<file path="config.mk">
export PLATFORM = sky130hd
export DESIGN_NAME = rer_ram
export DESIGN_NICKNAME = d
export VERILOG_FILES = /design/src/rtl/rer_ram.sv
export SDC_FILE = /design/constraint.sdc
export NUM_CORES = 2
export LEC_CHECK = 0
export BUFFER_PORTS_ARGS = -buffer_cell sky130_fd_sc_hd__buf_4
export CAP_MARGIN = 20
export CORE_MARGIN = 1.5
export CORE_UTILIZATION = 40
export DETAILED_ROUTE_END_ITERATION = 8
export SLEW_MARGIN = 15
export SYNTH_ARGS = -nofsm -noshare
export SYNTH_HDL_FRONTEND = slang
export SYNTH_SLANG_ARGS = --single-unit
</file>
<file path="constraint.sdc">
create_clock -name clock -period 10.1 [get_ports clock]
set_input_delay 0.505 -clock clock [delete_from_list [all_inputs] [get_ports clock]]
set_output_delay 0.505 -clock clock [all_outputs]
set_load 0.005 [all_outputs]
</file>
<file path="src/rtl/rer_ram.sv">
`default_nettype none

module rer_ram #(
   parameter int WIDTH = 32,
   parameter int DEPTH = 64
) (
   input  wire logic                     clock,
   input  wire logic                     wr_en,
   input  wire logic [$clog2(DEPTH)-1:0] wr_addr,
   input  wire logic [WIDTH-1:0]         wr_data,
   input  wire logic [$clog2(DEPTH)-1:0] rd_addr,
   output logic [WIDTH-1:0]              rd_data
);

   logic [WIDTH-1:0] mem_ff [DEPTH];
   logic [WIDTH-1:0] rd_data_ff;

   // write port and registered read port
   always_ff @(posedge clock) begin
      if (wr_en) begin
         mem_ff[wr_addr] <= wr_data;
      end
      rd_data_ff <= mem_ff[rd_addr];
   end

   assign rd_data = rd_data_ff;

endmodule

`default_nettype wire

</file>
==> impl_metrics.env <==
export IMPL_status="finished, final reports clean"
export IMPL_max_freq_mhz=296.2
export IMPL_antenna_found_initial=9
export IMPL_track_usage_pct=20.33
export IMPL_die_w_um=446.0
export IMPL_slew_viol_final=0
export IMPL_worst_path_max_fanout=71
export IMPL_end_kind="flop"
export IMPL_max_slew_worst_pin_slew_ns=0.9660
export IMPL_period_share_pct=33.43
export IMPL_dp_slack_ns=5.735
export IMPL_synthesis_nets=3370
export IMPL_crit_arrival_ns=4.06
export IMPL_nNetsFinal=3571
export IMPL_cts_resized=0
export IMPL_async_reset_ff_share_pct=0
export IMPL_cts_tree="yes"
export IMPL_hold_viol=0
export IMPL_grt_pass1_vias=36780
export IMPL_reg2regPathDepth=4
export IMPL_gr_total_overflow=0
export IMPL_ff_latch_area_um2=62140
export IMPL_synth_common_cells="edfxtp_1 (2048), mux4_2 (544), nor2_1 (137), mux2i_1 (93), o22ai_1 (84)"
export IMPL_die_h_um=446.0
export IMPL_maxCapViolations=0
export IMPL_cts_max_path_buffers=3
export IMPL_syn_avg_cell_area_um2=23.62
export IMPL_final_antenna_net_count=0
export IMPL_post_cts_setup_buffers=0
export IMPL_drt_initial_drc_count=4061
export IMPL_slew_headroom_pct=35.41
export IMPL_synth_ff_latch_count=2080
export IMPL_insertion_delay_ns=0.82
export IMPL_core_area_um2=195000
export IMPL_syn_inst=3324
export IMPL_peakVddDrop_v=0.0001306
export IMPL_yosysMostFrequentCell="edfxtp_1"
export IMPL_synthDistinctLibCells=34
export IMPL_slowest_stage="buf_4"
export IMPL_whs_path_depth=1
export IMPL_drtPass1Iterations=6
export IMPL_placed_area_um2=82810
export IMPL_cts_hold_buf=0
export IMPL_hpwl_um=104900
export IMPL_fin_setup_tns_ns=0
export IMPL_min_delay_path_class="primary input to flop"
export IMPL_path_cells="buf_8 > buf_12 > buf_4 > mux4_2 > o22ai_1 > nor2_1 > a21oi_1 > nor2_1"
export IMPL_layout_drive_gt1_share_pct=28.61
export IMPL_portBuffers=77
export IMPL_synth_top_area_cell="edfxtp_1"
export IMPL_ys_seq_area_share_pct=79.14
export IMPL_die_area_um2=199000
export IMPL_area_growth_synth_to_final_pct=13.52
export IMPL_fin_cells=6324
export IMPL_power_density_nw_per_um2=197.8
export IMPL_via_per_inst=5.774
export IMPL_required_ns=10.78
export IMPL_grt_max_degree=99
export IMPL_io_pins=78
export IMPL_final_area_um2=89130
export IMPL_p_leak_nw=27.35
export IMPL_final_setup_skew_ns=0.03142
export IMPL_drcViolationCount=0
export IMPL_start_kind="primary input"
export IMPL_synth_ff_type="edfxtp_1"
export IMPL_gp_congestion=0.7546
export IMPL_netlist_area_um2=78520
export IMPL_initial_core_util_pct=40.27
export IMPL_cts_max_level=4
export IMPL_yosysTopAreaCellShare_pct=78.33
export IMPL_fill_cells=16080
export IMPL_setup_ws_ns=6.724
export IMPL_grt_pass1_wl_um=283200
export IMPL_vias=36520
export IMPL_fin_crit_ns=3.376
export IMPL_clk_pin_slew_ns=0.06
export IMPL_crit_top_cell="nor2_1"
export IMPL_clock_sinks=2080
export IMPL_wl_um=202100
export IMPL_setup_violations=0
export IMPL_rsz0062_at_grt="no"
export IMPL_post_drt_wl_per_cell_um=31.96
export IMPL_root_buffer="clkbuf_16"
export IMPL_crit_type="primary input to flop"
export IMPL_rows=162
export IMPL_numPlacedInstances=5940
export IMPL_cts_buffers=206
export IMPL_synth_edff_count=2048
export IMPL_synth_area_top_cells="edfxtp_1 (78%), mux4_2 (16%), mux2i_1 (1.2%)"
export IMPL_ys_warn_count=0
export IMPL_cpPeakStageDelay_ns=0.71
export IMPL_multiInputGateArea_um2=15970
==> where the power goes <==
part           leakage, nW  switching [W]  internal, W
Combinational         5.60       0.000513     0.000321
Sequential            18.7      0.0000456      0.00956
Clock                 3.05        0.00315      0.00404
Total                 27.3        0.00371       0.0139
==> worst max-delay path: cells and delay by family <==
kind                   cells  cell delay, ns
AND/OR/NAND/NOR            2            0.14
AO/OA/AOI/OAI              2            0.80
buffers and inverters      3            1.77
multiplexers               1            0.61
==> through the flow <==
stage          util, %  hold slack (ns)  total power, W
3_3_place_gp     42.47           0.7315         0.01062
2_1_floorplan        -           0.6039         0.01022
3_5_place_dp     42.47           0.7604         0.01064
5_1_grt          45.71           0.2023         0.01813
6_report         45.71           0.2130         0.01763
4_1_cts          45.69           0.1578         0.01776
==> registers in the layout, summed over array words and instances (netlist names) <==
name	flops
mem_ff	2048
rd_data	32
==> path summary, 6_finish.rpt <==
check,from,to,slack (ns)
worst min register to register,mem_ff[12][4],rd_data[4],0.76
worst max register to register,mem_ff[47][31],rd_data[31],7.82
worst max-delay path,rd_addr[0],rd_data[11],6.72
worst min-delay path,wr_data[26],mem_ff[11][26],0.21
==> cell usage in the layout, fill, tap and decap left out, types with 4 or more instances in the layout <==
cell	instances
a22oi_1	12
bufinv_16	9
clkinv_8	4
a21oi_1	62
edfxtp_1	2048
o32ai_1	4
a41o_1	4
buf_4	163
clkinvlp_4	6
nor2_1	75
o22ai_1	84
a311oi_1	8
buf_12	7
nand2b_1	6
nor2b_1	15
clkbuf_16	209
and3_1	4
o221ai_1	27
clkinv_1	50
nand3b_1	5
nand2_1	26
dfxtp_1	32
nor3_1	5
nand3_1	5
mux4_2	544
clkinv_2	30
diode_2	6
clkbuf_8	4
mux2i_1	93
nor2_4	62
clkbuf_1	59
==> per-layer routing <==
layer	global-route usage, %	share of wire, %	vias to the layer above	wire length, um
li1	-	-	14690	-
met2	32.87	49	1545	98250
met5	0	0	-	0
met1	28.78	42	20020	84270
met4	4.989	2.1	0	4285
met3	3.557	7.6	269	15290
==> logic make-up after synthesis <==
| kind of cell | share of synthesized area, % |
|---|---|
| flip-flops | 79.14 |
| buffers and inverters | 1.128 |
| AND/OR/NAND/NOR | 1.265 |
| AO/OA/AOI/OAI | 1.673 |
| multiplexers | 16.79 |
==> area by class of cell <==
class	count	area share (%)
Clock inverter	105	0.8647
Sequential cell	2080	69.72
Antenna cell	6	0.01684
Timing Repair Buffer	175	1.624
Multi-Input combinational cell	1062	17.92
Tap cell	2624	3.683
Clock buffer	272	6.178
No activity file was read; power rests on OpenSTA's default activity.
