<file path="config.mk">
export PLATFORM = sky130hd
export DESIGN_NAME = rer_alu
export DESIGN_NICKNAME = d
export VERILOG_FILES = /design/src/rtl/rer_pkg.sv /design/src/rtl/rer_alu.sv
export SDC_FILE = /design/constraint.sdc
export NUM_CORES = 2
export LEC_CHECK = 0
export CORE_MARGIN = 3
export CORE_UTILIZATION = 70
export CTS_CLUSTER_DIAMETER = 100
export CTS_CLUSTER_SIZE = 12
export DETAILED_ROUTE_END_ITERATION = 16
export DONT_BUFFER_PORTS = 1
export PLACE_DENSITY = 0.86
export SETUP_SLACK_MARGIN = 0.15
export SLEW_MARGIN = 30
export SYNTH_ARGS = -nofsm -noshare
export SYNTH_HDL_FRONTEND = slang
export SYNTH_SLANG_ARGS = --single-unit
</file>
<file path="constraint.sdc">
create_clock -name clock -period 33.8 [get_ports clock]
set_clock_uncertainty 0.2 [all_clocks]
set_input_delay 3.38 -clock clock [delete_from_list [all_inputs] [get_ports clock]]
set_output_delay 3.38 -clock clock [all_outputs]
set_load 0.02 [all_outputs]
</file>
<file path="src/rtl/rer_pkg.sv">
`default_nettype none

package rer_pkg;

   localparam int DATA_W = 32;
   localparam int SIZE_W = 4;
   localparam logic [SIZE_W-1:0] SIZE_RESET = 4'd8;

   // reduction sequencer states
   typedef enum logic [4:0] {
      S_LOAD,
      S_PIV_RD,
      S_PIV_CHK,
      S_SRCH_RD,
      S_SRCH_CHK,
      S_SWP_RDA,
      S_SWP_RDB,
      S_SWP_WRA,
      S_SWP_WRB,
      S_SCL_RD,
      S_SCL_GO,
      S_SCL_WAIT,
      S_ELM_RD,
      S_ELM_CHK,
      S_MAC_RDP,
      S_MAC_RDR,
      S_MAC_GO,
      S_MAC_WAIT,
      S_OUT_RD,
      S_OUT_CAP,
      S_OUT_WAIT
   } seq_state_type;

   // arithmetic unit operations
   typedef enum logic {
      OP_DIV,
      OP_MAC
   } alu_op_type;

   typedef enum logic [1:0] {
      A_IDLE,
      A_DIV,
      A_MAC
   } alu_state_type;

   typedef struct packed {
      logic       start;
      alu_op_type op;
   } alu_cmd_type;

endpackage

`default_nettype wire

</file>
<file path="src/rtl/rer_alu.sv">
`default_nettype none

// Shared arithmetic unit: bit-serial rounded fixed-point divide, or a
// registered multiply followed by round and saturating add.
module rer_alu #(
   parameter int FRAC_BITS = 16
) (
   input  wire logic                     clock,
   input  wire logic                     reset,
   input  wire rer_pkg::alu_cmd_type     cmd,
   input  wire logic [rer_pkg::DATA_W-1:0] a_in,
   input  wire logic [rer_pkg::DATA_W-1:0] b_in,
   input  wire logic [rer_pkg::DATA_W-1:0] add_in,
   output logic [rer_pkg::DATA_W-1:0]    result,
   output logic                          done
);

   localparam int NW   = 32 + FRAC_BITS;
   localparam int CNTW = $clog2(NW + 1);
   localparam int RW   = 64 - FRAC_BITS;
   localparam int SW   = RW + 2;

   rer_pkg::alu_state_type st_ff, st_in;
   logic [NW-1:0]   dvd_ff, dvd_in;
   logic [31:0]     rem_ff, rem_in;
   logic [31:0]     den_ff, den_in;
   logic            neg_ff, neg_in;
   logic [CNTW-1:0] cnt_ff, cnt_in;
   logic [63:0]     prod_ff, prod_in;
   logic [31:0]     add_ff, add_in_r;
   logic [31:0]     res_ff, res_in;
   logic            done_ff, done_in;

   logic [31:0]          amag, bmag;
   logic [32:0]          shifted, diff;
   logic                 ge;
   logic [63:0]          rnd_full;
   logic [RW-1:0]        rnd;
   logic signed [SW-1:0] sum, smax, smin;
   logic [31:0]          div_res;

   always_comb begin
      amag = a_in[31] ? (~a_in + 32'd1) : a_in;
      bmag = b_in[31] ? (~b_in + 32'd1) : b_in;

      // one restoring division step
      shifted = {rem_ff, dvd_ff[NW-1]};
      diff    = shifted - {1'b0, den_ff};
      ge      = (shifted >= {1'b0, den_ff});

      // round the product and add with saturation
      rnd_full = (prod_ff + (64'd1 << (FRAC_BITS - 1))) >> FRAC_BITS;
      rnd      = rnd_full[RW-1:0];
      smax     = SW'(32'sh7FFF_FFFF);
      smin     = -smax - SW'(1);
      sum      = SW'($signed(add_ff))
               + (neg_ff ? -$signed({2'b00, rnd}) : $signed({2'b00, rnd}));

      // quotient magnitude to saturated signed word
      if (neg_ff) begin
         if (dvd_ff > NW'(64'h8000_0000)) div_res = 32'h8000_0000;
         else                             div_res = ~dvd_ff[31:0] + 32'd1;
      end else begin
         if (dvd_ff > NW'(64'h7FFF_FFFF)) div_res = 32'h7FFF_FFFF;
         else                             div_res = dvd_ff[31:0];
      end
   end

   always_comb begin
      st_in    = st_ff;
      dvd_in   = dvd_ff;
      rem_in   = rem_ff;
      den_in   = den_ff;
      neg_in   = neg_ff;
      cnt_in   = cnt_ff;
      prod_in  = prod_ff;
      add_in_r = add_ff;
      res_in   = res_ff;
      done_in  = 1'b0;
      unique case (st_ff)
         rer_pkg::A_IDLE: begin
            if (cmd.start) begin
               if (cmd.op == rer_pkg::OP_DIV) begin
                  // load dividend with half the divisor for round to nearest
                  dvd_in = {amag, {FRAC_BITS{1'b0}}} + NW'(bmag >> 1);
                  rem_in = '0;
                  den_in = bmag;
                  neg_in = a_in[31] ^ b_in[31];
                  cnt_in = CNTW'(NW);
                  st_in  = rer_pkg::A_DIV;
               end else begin
                  // multiplier is the negated entry: negative when entry is positive
                  prod_in  = 64'(amag) * 64'(bmag);
                  neg_in   = a_in[31] ^ ~b_in[31];
                  add_in_r = add_in;
                  st_in    = rer_pkg::A_MAC;
               end
            end
         end
         rer_pkg::A_DIV: begin
            if (cnt_ff == '0) begin
               res_in  = div_res;
               done_in = 1'b1;
               st_in   = rer_pkg::A_IDLE;
            end else begin
               rem_in = ge ? diff[31:0] : shifted[31:0];
               dvd_in = {dvd_ff[NW-2:0], ge};
               cnt_in = cnt_ff - CNTW'(1);
            end
         end
         rer_pkg::A_MAC: begin
            if (sum > smax)      res_in = 32'h7FFF_FFFF;
            else if (sum < smin) res_in = 32'h8000_0000;
            else                 res_in = sum[31:0];
            done_in = 1'b1;
            st_in   = rer_pkg::A_IDLE;
         end
         default: st_in = rer_pkg::A_IDLE;
      endcase
   end

   always_ff @(posedge clock) begin
      if (reset) begin
         st_ff   <= rer_pkg::A_IDLE;
         done_ff <= 1'b0;
      end else begin
         st_ff   <= st_in;
         done_ff <= done_in;
      end
      dvd_ff  <= dvd_in;
      rem_ff  <= rem_in;
      den_ff  <= den_in;
      neg_ff  <= neg_in;
      cnt_ff  <= cnt_in;
      prod_ff <= prod_in;
      add_ff  <= add_in_r;
      res_ff  <= res_in;
   end

   assign result = res_ff;
   assign done   = done_ff;

endmodule

`default_nettype wire

</file>
==> metrics.yaml <==
synth.avg_cell_area_sq_um: 8.75
htree_levels: 1
detailedRoute.firstIterationViolations: 5225
maxSlewViolCount: 0
final_layout_size_suffix_gt1_share_pct: 4.20
timing.setup.tns_ps: 0
drtAntennaViolNets: 0
r2r.worst_path.cells: 24
relSlewSlack_pct: 24.9
clock_sinks: 235
drt-vias-per-instance: 6.50
synth_top_area_share_pct: 35.3
initial_utilization_pct: 70.9
worstHoldPathType: "flip-flop to flip-flop"
tightest_slew_ps: 1120
cts-hold-fix-buffers: 0
multi_input_area_sq_um: 39300
globalRouteOverflowTotal: 0
port_buffers: 0
endpoint_kind: "flip-flop"
rsz0062_at_grt: "no"
final_cells: 6636
final_nets: 7037
syn-cell-area_sq_um: 50900
yosysWarnings: 0
rr_endpoint: "result[17]"
clkLatencyLatePin_ps: 560
totalWireLength_um: 167000
ys_types: 85
fp-row-count: 98
tritoncts: "yes"
netlist.top_cell.by_area: "fa_1"
detailedRoute.firstPassIterationCount: 10
hold_viol: 0
regToRegSetupSlack_ps: 24970
grt_util_all_layers_pct: 44.8
finalWorstPathRequiredPeriod_ps: 14960
netlist_top_cells_area: "fa_1 (35%), edfxtp_1 (14%), ha_1 (9.1%)"
yosys_register_bits: 235
drt_drc_violations_left: 0
final_design_area_no_fill_sq_um: 53000
synth-edff-count: 232
fp.dieArea_sq_um: 76000
route.vias.total: 43100
number_of_antenna_violations_at_the_first_check_in_global_routing: 8
cp_max_fo: 21
layout_area_overhead_pct: 4.25
r2r-start: "prod_ff[17]"
clkTransAtPathRegs_ps: 60
synth_top_flop_cell: "edfxtp_1"
cts_setup_buffers: 0
cp-start-kind: "input pin"
grt_first_pass_wirelength_um: 254000
cts.path.max_buffers: 3
postPlaceCellArea_sq_um: 52300
fp.coreArea_sq_um: 71700
floorplan.die.width_um: 276
criticalPathCategory: "input pin to flip-flop"
synthesis.instances: 5813
status: "finished, final reports clean"
largest_net_degree_at_the_start_of_global_routing: 82
timing.critical_path.required_ps: 33890
design.portCount: 133
synth_fp_nets: 7179
synth-seq-area-share_pct: 13.8
finalCritPeriodShare_pct: 44.3
max_cap_viol_count: 0
dp_cells: 6594
cp.arrival_ps: 15050
fmaxAchievable_mhz: 66.8
wl_per_cell_um: 25.2
dp.final_hpwl_um: 132000
worst_setup_path_endpoint: "prod_ff[61]"
die_height_um: 276
worst_setup_path_startpoint: "b_in[3]"
post_cts_resized: 0
clockRootBuffer: "clkbuf_16"
gp_congestion: 1.04
n_fill_cell: 5213
grt_pass1_vias: 43600
synth-async-reset-ratio_pct: 0
cts-buffers-inserted: 24
final-seq-area_sq_um: 7030
setup_viol_count_final: 0
-- cells in the mapped netlist (all sizes together), types with 33 or more instances --
master  number
nor2       716
nand2      686
nand3      103
xnor2      180
ha         370
o21ai      174
a21o        76
nand4       57
mux2i       33
or3         42
edfxtp     232
o31ai       45
a31oi       41
nor4        36
a211oi      35
buf         37
fa         896
xor2       128
a21oi      158
clkbuf     235
nor3        69
inv       1049
and2        38
-- state kept, by name (all words and copies together) (netlist names) --
| register | count |
|---|---|
| add_ff | 32 |
| done | 1 |
| den_ff | 32 |
| rem_ff | 32 |
| dvd_ff | 48 |
| prod_ff | 49 |
| neg_ff | 1 |
| result | 32 |
| st_ff | 2 |
| cnt_ff | 6 |
-- cell type report --
cell class              count  area share, %
flip-flops and latches    235           13.2
inverters                1059           7.49
clock buffers              35           1.21
multi-input cells        4247           74.1
well taps                 950           2.24
clock inverters             4          0.160
diodes                      2        0.00944
repair buffers            104           1.52
-- kinds of logic after synthesis --
logic type,synth area share (%)
adder cells (fa/ha/maj),44.4
buffers and inverters,9.88
XOR/XNOR,5.30
AO/OA/AOI/OAI,9.20
multiplexers,0.981
flip-flops,13.8
AND/OR/NAND/NOR,16.5
-- worst max-delay path, cell delays in order --
cell,delay (ps)
or4_1,590
or4_1,570
or3_1,390
or2_1,370
or4_1,520
or4b_2,970
inv_1,500
ha_1,530
fa_1,480
inv_1,90
fa_1,430
fa_1,560
inv_1,70
fa_1,500
fa_1,530
fa_1,520
fa_1,530
ha_1,320
ha_1,470
nand4_1,210
or4_1,630
a211oi_1,900
nor3_1,190
o211ai_1,280
and2_1,260
a21oi_1,120
xnor2_1,140
-- placed cells by master, fill, tap and decap left out, types with 57 or more instances in the layout --
| cell type | count |
|---|---|
| o21ai_0 | 169 |
| buf_4 | 102 |
| nand4_1 | 57 |
| edfxtp_1 | 232 |
| xor2_1 | 102 |
| ha_1 | 369 |
| xnor2_1 | 162 |
| nand2_1 | 686 |
| inv_1 | 1041 |
| fa_1 | 896 |
| nand3_1 | 103 |
| a21oi_1 | 158 |
| nor2_1 | 714 |
| nor3_1 | 69 |
| a21o_1 | 76 |
-- worst min path at each step --
stage,start,to,slack [ps],depth (start not counted)
6_report,st_ff[1],st_ff[1],300,2
5_1_grt,st_ff[1],st_ff[1],350,2
4_1_cts,st_ff[1],st_ff[1],300,2
3_5_place_dp,st_ff[1],st_ff[1],280,2
3_3_place_gp,st_ff[1],st_ff[1],260,2
2_1_floorplan,st_ff[1],st_ff[1],240,2
-- through the flow --
stage / hold WS [ps] / worst slack, ps / util (%)
after floorplan: 243 / 20230 / -
after CTS: 300 / 19070 / 73.9
final: 298 / 18840 / 73.9
after detailed placement: 284 / 18520 / 72.9
after global routing: 349 / 18620 / 73.9
after global placement: 265 / 18700 / 72.9
-- routing by layer --
| metal | up-vias | global-route usage (%) | routed length, um | part of all wire (%) |
|---|---|---|---|---|
| met5 | - | 0 | 103 | 0.062 |
| met4 | 14 | 25.7 | 13100 | 7.8 |
| met3 | 853 | 18.4 | 26200 | 16 |
| met2 | 3214 | 66.4 | 71100 | 43 |
| met1 | 20900 | 55.8 | 56600 | 34 |
| li1 | 18200 | - | - | - |
Power is not shown: default switching activity piles up to over one toggle a cycle in this logic, so the estimate is an artifact.
